[src/design/ess_pkg.sv]
`timescale 1ns / 1ps
// ----------------------------------------------------------------------------
// Engine start/stop sequencer package
// Shared types, command and mode codes, and the reset values of the
// configuration registers.
// ----------------------------------------------------------------------------
package ess_pkg;

  // Command codes as carried on the command fields and held in the latch.
  localparam logic [1:0] CMD_STOP  = 2'd0;
  localparam logic [1:0] CMD_START = 2'd1;
  localparam logic [1:0] CMD_NONE  = 2'd2;

  // Control mode codes.
  localparam logic [1:0] MODE_REMOTE = 2'd0;
  localparam logic [1:0] MODE_UPPER  = 2'd1;
  localparam logic [1:0] MODE_MANUAL = 2'd2;

  // Configuration register indexes.
  localparam logic [1:0] REG_RUN_THRESHOLD = 2'd0;
  localparam logic [1:0] REG_POWER_WAIT    = 2'd1;
  localparam logic [1:0] REG_CRANK_TICKS   = 2'd2;
  localparam logic [1:0] REG_STOP_WAIT     = 2'd3;

  // Configuration reset values.
  localparam logic [11:0] RUN_THRESHOLD_RST = 12'd500;
  localparam logic [15:0] POWER_WAIT_RST    = 16'd1100;
  localparam logic [15:0] CRANK_TICKS_RST   = 16'd250;
  localparam logic [15:0] STOP_WAIT_RST     = 16'd200;

  // Stream word widths.
  localparam int unsigned TICK_W     = 19;
  localparam int unsigned IN_DATA_W  = 24;
  localparam int unsigned RES_W      = 5;
  localparam int unsigned OUT_DATA_W = 8;
  localparam int unsigned CFG_DATA_W = 16;

  typedef enum logic [2:0] {
    START_POWER_ON  = 3'd0,
    START_POWER_WAIT = 3'd1,
    START_CRANK_ON  = 3'd2,
    START_CRANK_WAIT = 3'd3,
    START_CRANK_OFF = 3'd4
  } start_phase_e;

  typedef enum logic [1:0] {
    STOP_FIRST_OFF = 2'd0,
    STOP_WAIT      = 2'd1,
    STOP_FINAL_OFF = 2'd2
  } stop_phase_e;

  // One tick word, first field in the highest bits.
  typedef struct packed {
    logic [11:0] speed;
    logic [1:0]  upper_cmd;
    logic [1:0]  remote_cmd;
    logic [1:0]  mode;
    logic        halt;
  } tick_t;

  // One result word, first field in the highest bits.
  typedef struct packed {
    logic running;
    logic speed_clear;
    logic throttle_zero;
    logic crank_relay;
    logic power_relay;
  } result_t;

  typedef struct packed {
    logic [11:0] run_threshold;
    logic [15:0] power_wait_ticks;
    logic [15:0] crank_ticks;
    logic [15:0] stop_wait_ticks;
  } cfg_t;

endpackage

[src/design/engine_start_stop_sequencer.sv]
`timescale 1ns / 1ps
// ----------------------------------------------------------------------------
// Engine start/stop sequencer
// Turns 10 ms tick words into relay levels, throttle and speed-clear pulses
// and the running flag.
// ----------------------------------------------------------------------------
// Usage:
//   Each word on the s_axis channel is one control tick. It is captured in an
//   input register, evaluated against the sequencer state in one pass of
//   logic, and the result word is held in an output register on m_axis.
//   The result word is registered in the output register as its tick advances.
//   Throughput is one word per cycle while m_axis accepts: the sequencer
//   state update is the only loop and it closes through one pass of logic.
//   When the receiver stalls, the output register holds its word, the input
//   register holds one more, and s_axis_tready drops until m_axis drains.
//   Configuration registers are written through cfg_we_i / cfg_idx_i /
//   cfg_wdata_i by the user only while no tick is in flight (the block does
//   not enforce it); writes take effect at once. Reset returns the
//   configuration to its defaults, clears the command latch to no command,
//   opens both relays and empties both registers.
// ----------------------------------------------------------------------------
module engine_start_stop_sequencer (
  input  logic        clk_i,
  input  logic        rst_ni,
  // Tick words: halt[0], mode[2:1], remote_cmd[4:3], upper_cmd[6:5],
  // speed[18:7], zero fill [23:19]
  input  logic        s_axis_tvalid,
  output logic        s_axis_tready,
  input  logic [23:0] s_axis_tdata,
  // Result words: power_relay[0], crank_relay[1], throttle_zero[2],
  // speed_clear[3], running[4], zero fill [7:5]
  output logic        m_axis_tvalid,
  input  logic        m_axis_tready,
  output logic [7:0]  m_axis_tdata,
  // Configuration write port
  input  logic        cfg_we_i,
  input  logic [1:0]  cfg_idx_i,
  input  logic [15:0] cfg_wdata_i
);
  import ess_pkg::*;

  tick_t   tick_q;
  logic    in_vld_q;
  result_t res;
  result_t res_q;
  logic    out_vld_q;
  logic    advance;
  cfg_t    cfg_q;

  // A tick advances when the output register is free or being emptied.
  assign advance       = in_vld_q && (!out_vld_q || m_axis_tready);
  assign s_axis_tready = !in_vld_q || advance;

  // Input register.
  always_ff @(posedge clk_i or negedge rst_ni) begin
    if (!rst_ni) begin
      in_vld_q <= 1'b0;
    end else if (s_axis_tready) begin
      in_vld_q <= s_axis_tvalid;
    end
  end

  always_ff @(posedge clk_i) begin
    if (s_axis_tready && s_axis_tvalid) begin
      tick_q <= s_axis_tdata[TICK_W-1:0];
    end
  end

  // Configuration registers.
  always_ff @(posedge clk_i or negedge rst_ni) begin
    if (!rst_ni) begin
      cfg_q.run_threshold    <= RUN_THRESHOLD_RST;
      cfg_q.power_wait_ticks <= POWER_WAIT_RST;
      cfg_q.crank_ticks      <= CRANK_TICKS_RST;
      cfg_q.stop_wait_ticks  <= STOP_WAIT_RST;
    end else if (cfg_we_i) begin
      case (cfg_idx_i)
        REG_RUN_THRESHOLD: cfg_q.run_threshold    <= cfg_wdata_i[11:0];
        REG_POWER_WAIT:    cfg_q.power_wait_ticks <= cfg_wdata_i;
        REG_CRANK_TICKS:   cfg_q.crank_ticks      <= cfg_wdata_i;
        REG_STOP_WAIT:     cfg_q.stop_wait_ticks  <= cfg_wdata_i;
        default: ;
      endcase
    end
  end

  ess_core u_core (
    .clk_i  (clk_i),
    .rst_ni (rst_ni),
    .step_i (advance),
    .tick_i (tick_q),
    .cfg_i  (cfg_q),
    .res_o  (res)
  );

  // Output register.
  always_ff @(posedge clk_i or negedge rst_ni) begin
    if (!rst_ni) begin
      out_vld_q <= 1'b0;
    end else if (advance) begin
      out_vld_q <= 1'b1;
    end else if (m_axis_tready) begin
      out_vld_q <= 1'b0;
    end
  end

  always_ff @(posedge clk_i) begin
    if (advance) begin
      res_q <= res;
    end
  end

  assign m_axis_tvalid = out_vld_q;
  assign m_axis_tdata  = {{(OUT_DATA_W - RES_W){1'b0}}, res_q};

endmodule

[src/design/ess_core.sv]
`timescale 1ns / 1ps
// ----------------------------------------------------------------------------
// Engine start/stop sequencer core
// Holds the sequencer state and computes one tick's update and result in a
// single pass of combinational logic; state commits when step_i is high.
// ----------------------------------------------------------------------------
module ess_core (
  input  logic            clk_i,
  input  logic            rst_ni,
  input  logic            step_i,
  input  ess_pkg::tick_t  tick_i,
  input  ess_pkg::cfg_t   cfg_i,
  output ess_pkg::result_t res_o
);
  import ess_pkg::*;

  logic [1:0]   sel_q, sel_d;
  logic [1:0]   latch_q, latch_d;
  start_phase_e start_ph_q, start_ph_d;
  stop_phase_e  stop_ph_q, stop_ph_d;
  logic [15:0]  start_cnt_q, start_cnt_d;
  logic [15:0]  stop_cnt_q, stop_cnt_d;
  logic         run_q, run_d;
  logic         power_q, power_d;
  logic         crank_q, crank_d;
  logic         thr_zero;
  logic         spd_clear;
  logic [15:0]  start_cnt_inc;
  logic [15:0]  stop_cnt_inc;

  assign start_cnt_inc = start_cnt_q + 16'd1;
  assign stop_cnt_inc  = stop_cnt_q + 16'd1;

  // Next-state logic for one tick.
  always_comb begin
    sel_d       = sel_q;
    latch_d     = latch_q;
    start_ph_d  = start_ph_q;
    stop_ph_d   = stop_ph_q;
    start_cnt_d = start_cnt_q;
    stop_cnt_d  = stop_cnt_q;
    power_d     = power_q;
    crank_d     = crank_q;
    spd_clear   = 1'b0;

    // Command selection; an unknown mode keeps the previous command.
    if (tick_i.halt) begin
      sel_d = CMD_NONE;
    end else begin
      case (tick_i.mode)
        MODE_REMOTE: sel_d = tick_i.remote_cmd;
        MODE_UPPER:  sel_d = tick_i.upper_cmd;
        MODE_MANUAL: sel_d = CMD_NONE;
        default:     sel_d = sel_q;
      endcase
    end

    // Stop always latches; start only while the engine is not running.
    if (sel_d == CMD_STOP) begin
      latch_d = CMD_STOP;
    end else if (sel_d == CMD_START && !run_q) begin
      latch_d = CMD_START;
    end

    thr_zero = (latch_d == CMD_STOP) || (latch_d == CMD_START);

    // Start sequence; a latched stop drops both relays at once.
    if (latch_d == CMD_STOP) begin
      crank_d     = 1'b0;
      power_d     = 1'b0;
      start_ph_d  = START_POWER_ON;
      start_cnt_d = '0;
    end else if (latch_d == CMD_START) begin
      case (start_ph_q)
        START_POWER_ON: begin
          crank_d    = 1'b0;
          power_d    = 1'b1;
          start_ph_d = START_POWER_WAIT;
        end
        START_POWER_WAIT: begin
          start_cnt_d = start_cnt_inc;
          if (start_cnt_inc > cfg_i.power_wait_ticks) begin
            start_cnt_d = '0;
            start_ph_d  = START_CRANK_ON;
          end
        end
        START_CRANK_ON: begin
          power_d    = 1'b1;
          crank_d    = 1'b1;
          start_ph_d = START_CRANK_WAIT;
        end
        START_CRANK_WAIT: begin
          start_cnt_d = start_cnt_inc;
          if (start_cnt_inc > cfg_i.crank_ticks) begin
            start_cnt_d = '0;
            start_ph_d  = START_CRANK_OFF;
          end
        end
        START_CRANK_OFF: begin
          crank_d     = 1'b0;
          power_d     = 1'b1;
          latch_d     = CMD_NONE;
          start_ph_d  = START_POWER_ON;
          start_cnt_d = '0;
        end
        default: ;
      endcase
    end

    // Stop sequence; a latched start sends it back to its first step.
    if (latch_d == CMD_START) begin
      stop_ph_d  = STOP_FIRST_OFF;
      stop_cnt_d = '0;
    end else if (latch_d == CMD_STOP) begin
      case (stop_ph_q)
        STOP_FIRST_OFF: begin
          crank_d   = 1'b0;
          power_d   = 1'b0;
          spd_clear = 1'b1;
          stop_ph_d = STOP_WAIT;
        end
        STOP_WAIT: begin
          stop_cnt_d = stop_cnt_inc;
          if (stop_cnt_inc > cfg_i.stop_wait_ticks) begin
            stop_cnt_d = '0;
            stop_ph_d  = STOP_FINAL_OFF;
          end
        end
        STOP_FINAL_OFF: begin
          crank_d    = 1'b0;
          power_d    = 1'b0;
          latch_d    = CMD_NONE;
          spd_clear  = 1'b1;
          stop_ph_d  = STOP_FIRST_OFF;
          stop_cnt_d = '0;
        end
        default: ;
      endcase
    end

    run_d = (tick_i.speed >= cfg_i.run_threshold);
  end

  // Result word, running flag in the highest bit down to the power relay.
  assign res_o = {run_d, spd_clear, thr_zero, crank_d, power_d};

  // State registers, advanced once per accepted tick.
  always_ff @(posedge clk_i or negedge rst_ni) begin
    if (!rst_ni) begin
      sel_q       <= CMD_NONE;
      latch_q     <= CMD_NONE;
      start_ph_q  <= START_POWER_ON;
      stop_ph_q   <= STOP_FIRST_OFF;
      start_cnt_q <= '0;
      stop_cnt_q  <= '0;
      run_q       <= 1'b0;
      power_q     <= 1'b0;
      crank_q     <= 1'b0;
    end else if (step_i) begin
      sel_q       <= sel_d;
      latch_q     <= latch_d;
      start_ph_q  <= start_ph_d;
      stop_ph_q   <= stop_ph_d;
      start_cnt_q <= start_cnt_d;
      stop_cnt_q  <= stop_cnt_d;
      run_q       <= run_d;
      power_q     <= power_d;
      crank_q     <= crank_d;
    end
  end

  // The crank relay is never closed without engine power.
  a_crank_needs_power: assert property (@(posedge clk_i) disable iff (!rst_ni)
    crank_q |-> power_q)
    else $error("crank relay closed while power relay is open");

  // A start sequence in progress always has a start latched.
  a_start_phase_latched: assert property (@(posedge clk_i) disable iff (!rst_ni)
    (start_ph_q != START_POWER_ON) |-> (latch_q == CMD_START))
    else $error("start sequence active without a latched start");

  // A stop sequence in progress always has a stop latched.
  a_stop_phase_latched: assert property (@(posedge clk_i) disable iff (!rst_ni)
    (stop_ph_q != STOP_FIRST_OFF) |-> (latch_q == CMD_STOP))
    else $error("stop sequence active without a latched stop");

endmodule
[config.mk]
export PLATFORM = sky130hd
export DESIGN_NAME = engine_start_stop_sequencer
export DESIGN_NICKNAME = d
export VERILOG_FILES = /design/src/design/ess_pkg.sv /design/src/design/engine_start_stop_sequencer.sv /design/src/design/ess_core.sv
export SDC_FILE = /design/constraint.sdc
export NUM_CORES = 1
export LEC_CHECK = 0
export BUFFER_PORTS_ARGS = -buffer_cell sky130_fd_sc_hd__buf_2
export CAP_MARGIN = 30
export CELL_PAD_IN_SITES_DETAIL_PLACEMENT = 0
export CELL_PAD_IN_SITES_GLOBAL_PLACEMENT = 2
export CORE_ASPECT_RATIO = 1.4
export CORE_MARGIN = 1
export CORE_UTILIZATION = 36
export CTS_BUF_LIST = sky130_fd_sc_hd__clkbuf_16
export DETAILED_ROUTE_END_ITERATION = 10
export PLACE_DENSITY = 0.85
export SLEW_MARGIN = 10
export SYNTH_ARGS = -nofsm -noshare
export SYNTH_HDL_FRONTEND = slang
export SYNTH_SLANG_ARGS = --single-unit
[constraint.sdc]
create_clock -name clk_i -period 3.75 [get_ports clk_i]
set_clock_uncertainty 0.15 [all_clocks]
set_input_delay 0 -clock clk_i [delete_from_list [all_inputs] [get_ports clk_i]]
set_output_delay 0 -clock clk_i [all_outputs]
set_load 0.01 [all_outputs]
==> flow_metrics.env <==
export IMPL_status="complete, no violations"
export IMPL_drc=0
export IMPL_slew_headroom=0.349
export IMPL_cts_sinks=130
export IMPL_intPower_mw=3.43
export IMPL_grt_pass1_vias=5877
export IMPL_combPwrFrac=0.271
export IMPL_path_class="reg -> reg"
export IMPL_drt_total_wl_um=17300
export IMPL_cts_buffers=17
export IMPL_async_flop_share=0.815
export IMPL_drive_gt1_frac=0.303
export IMPL_yosysWarnings=0
export IMPL_worst_hold_slack_ps=102
export IMPL_power_density_nw_per_um2=514
export IMPL_layout_common_cells="dfrtp_1, inv_1, nand2_1"
export IMPL_max_freq_mhz=270
export IMPL_rows=60
export IMPL_critPathRequiredTime_ps=3900
export IMPL_slowest_stage="or4_4"
export IMPL_cts_clk_slew_worst_paths_ps=60
export IMPL_drv_slew=0
export IMPL_syn2layout_area_growth_pct=32.3
export IMPL_cts_buffer_depth=2
export IMPL_drt_vias_per_instance=5.04
export IMPL_rsz0062_at_grt="true"
export IMPL_crit_cells=15
export IMPL_setup_worst_path_start="u_core.start_cnt_q[1]$_DFFE_PN0P_"
export IMPL_max_cap_violations=0
export IMPL_reg2reg_depth=15
export IMPL_hold_viol=0
export IMPL_grt_start_max_net_pins=53
export IMPL_fillers=1729
export IMPL_pin_count=57
export IMPL_start_util=0.372
export IMPL_min_path_cells=5
export IMPL_worst_pin_slew_ps=974
export IMPL_endpoint="u_core.start_cnt_q[2]$_DFFE_PN0P_"
export IMPL_switching_share=0.301
export IMPL_hp_class="in -> reg"
export IMPL_design_area_um2=9560
export IMPL_final_common_cell="dfrtp_1"
export IMPL_rr_endpoint="u_core.start_cnt_q[2]$_DFFE_PN0P_"
export IMPL_routed_via_count=5569
export IMPL_die_area_um2=20600
export IMPL_path_max_fanout=5
export IMPL_gr_total_overflow=0
export IMPL_htreeDepth=4
export IMPL_crit_path_end_kind="flip-flop"
export IMPL_start_kind="flip-flop"
export IMPL_arrival_ps=3860
export IMPL_power_switching_mw=1.48
export IMPL_drt_iter0_drc=207
export IMPL_crit_chain="ha_2 > and3_4 > and3_4 > and2_4 > nand4_1 > xnor2_2 > ha_1 > nand4_1 > or4_4 > a21oi_2 > nor4b_1 > o31ai_4 > buf_6 > o21ai_1 > a22o_1"
export IMPL_antenna_found_initial=0
export IMPL_ant_nets=0
export IMPL_vdd_drop_max_uv=341
export IMPL_setup_viol=0
export IMPL_synth_seq_area_share=0.470
export IMPL_dieWidth_um=122
export IMPL_fin_crit_sh=0.988
export IMPL_core_area_um2=19400
export IMPL_power_share_sequential=0.368
export IMPL_ys_ff_latch=130
export IMPL_path_buf_inv=1
export IMPL_root_buffer="clkbuf_16"
export IMPL_io_buffers=48
export IMPL_cts_tree="done"
export IMPL_ys_flop_type="dfrtp_1"
export IMPL_syn_inst=680
export IMPL_final_min_clock_period_ps=3700
export IMPL_insertion_delay_ps=420
export IMPL_path_delay_family="simple AND/OR/NAND/NOR gates"
export IMPL_synth_edf_count=24
export IMPL_firstDrtPassIters=4
export IMPL_routedWlPerCell_um=15.7
export IMPL_dpl_instance_area_um2=8120
export IMPL_grt_use_total=0.179
export IMPL_syn_area_um2=7230
export IMPL_synth_area_per_cell_um2=10.6
export IMPL_antenna_cells=0
export IMPL_p_leak_nw=4.40
export IMPL_reg2reg_from="u_core.start_cnt_q[1]$_DFFE_PN0P_"
export IMPL_max_stage_delay_ps=570
export IMPL_synth_cell_types=65
export IMPL_fin_nets=957
export IMPL_grt_pass1_wl_um=28300
export IMPL_clkPwrFrac=0.361
export IMPL_worst_r2r_setup_slack_ps=50
export IMPL_die_h_um=170
export IMPL_place_gp_congestion=0.827
export IMPL_dp_hpwl_um=12400
-- metal layers --
| metal | share of wire | vias up | GRT usage |
|---|---|---|---|
| li1 | - | 2741 | - |
| met1 | 0.42 | 2697 | 0.203 |
| met2 | 0.53 | 108 | 0.325 |
| met3 | 0.028 | 23 | 0.0299 |
| met4 | 0.025 | 0 | 0.0800 |
| met5 | 0 | - | 0 |
-- how the worst min path moves through the flow --
stage                                    endpoint  slack, ps       startpoint
CTS                         cfg_q[56]$_DFFE_PN1P_        110         cfg_we_i
finish                      cfg_q[56]$_DFFE_PN1P_        100         cfg_we_i
detailed placement  u_core.latch_q[0]$_DFFE_PN0P_       -260           rst_ni
global placement    u_core.latch_q[0]$_DFFE_PN0P_       -270           rst_ni
global route                  tick_q[6]$_DFFE_PP_        120  s_axis_tdata[6]
floorplan                    cfg_q[0]$_DFFE_PN0P_       -450           rst_ni
-- power by group through the flow --
stage	logic, mW	registers (mW)	clock network [mW]
floorplan	0.755	1.80	0
global placement	1.10	1.82	0
detailed placement	1.16	1.83	0
CTS	1.24	1.81	1.81
global route	1.47	1.84	1.87
finish	1.33	1.81	1.77
-- synthesized netlist by cell type (all sizes together) (10+ instances only) --
| library cell | n | share of area |
|---|---|---|
| a21oi | 22 | 0.015 |
| a22o | 15 | 0.018 |
| clkbuf | 16 | 0.0083 |
| dfrtp | 85 | 0.29 |
| dfstp | 21 | 0.076 |
| edfxtp | 24 | 0.10 |
| ha | 65 | 0.11 |
| inv | 67 | 0.035 |
| mux2 | 52 | 0.082 |
| nand2 | 64 | 0.033 |
| nand2b | 10 | 0.0087 |
| nand3 | 17 | 0.012 |
| nand4 | 15 | 0.013 |
| nor2 | 30 | 0.016 |
| o21ai | 45 | 0.031 |
| xnor2 | 20 | 0.024 |
-- cell type report --
| cell class | count | area, um2 | share of cell area |
|---|---|---|---|
| Multi-Input combinational cell | 461 | 3670 | 0.384 |
| Inverter | 68 | 255 | 0.0267 |
| Sequential cell | 130 | 3400 | 0.355 |
| Clock buffer | 17 | 425 | 0.0445 |
| Tap cell | 248 | 310 | 0.0324 |
| Clock inverter | 15 | 205 | 0.0215 |
| Timing Repair Buffer | 167 | 1290 | 0.135 |
-- state kept, by name, summed over array words and instances (netlist names) --
signal	flops
cfg_q	60
in_vld_q	1
m_axis_tdata	5
m_axis_tvalid	1
tick_q	19
u_core.crank_q	1
u_core.latch_q	2
u_core.power_q	1
u_core.run_q	1
u_core.sel_q	2
u_core.start_cnt_q	16
u_core.start_ph_q	3
u_core.stop_cnt_q	16
u_core.stop_ph_q	2
-- cell families (layout without fill, tap and decap cells) --
logic type	Yosys count	count (layout)	share of synthesized area
and+or+nand+nor	179	179	0.123
AOI/OAI and AO/OA	133	133	0.128
DFF	130	130	0.470
buffers and inverters	91	267	0.0493
adders and majority gates	65	65	0.113
muxes	53	53	0.0829
xor gates and xnor gates	28	28	0.0339
other	1	3	0.000519
-- stage by stage --
step	total power, mW	instances	worst slack (ps)	TNS [ps]	util
after global routing	5.18	1106	-201	-2060	0.492
after detailed placement	2.99	1012	-148	-942	0.418
final	4.92	1106	46.4	0	0.492
after global placement	2.92	1012	25.5	0	0.418
after CTS	4.86	1101	8.86	0	0.481
after floorplan	2.56	682	18.6	0	-
-- what timing repair did --
| item | CTS | global route |
|---|---|---|
| cloned | 0 | 0 |
| hold endpoints to repair | 169 | 0 |
| buffers inserted | 3 | 5 |
| setup endpoints to repair | 10 | 25 |
| hold buffers | 54 | 0 |
| pin swaps | 2 | 21 |
| resized for setup | 8 | 46 |
-- worst min-delay path, stage by stage --
cell     delay (ps)
buf_2           120
nor3b_2         200
buf_4           190
nand2_1          70
o21ai_0          80
Note: power is estimated with default switching activity, not from simulation.
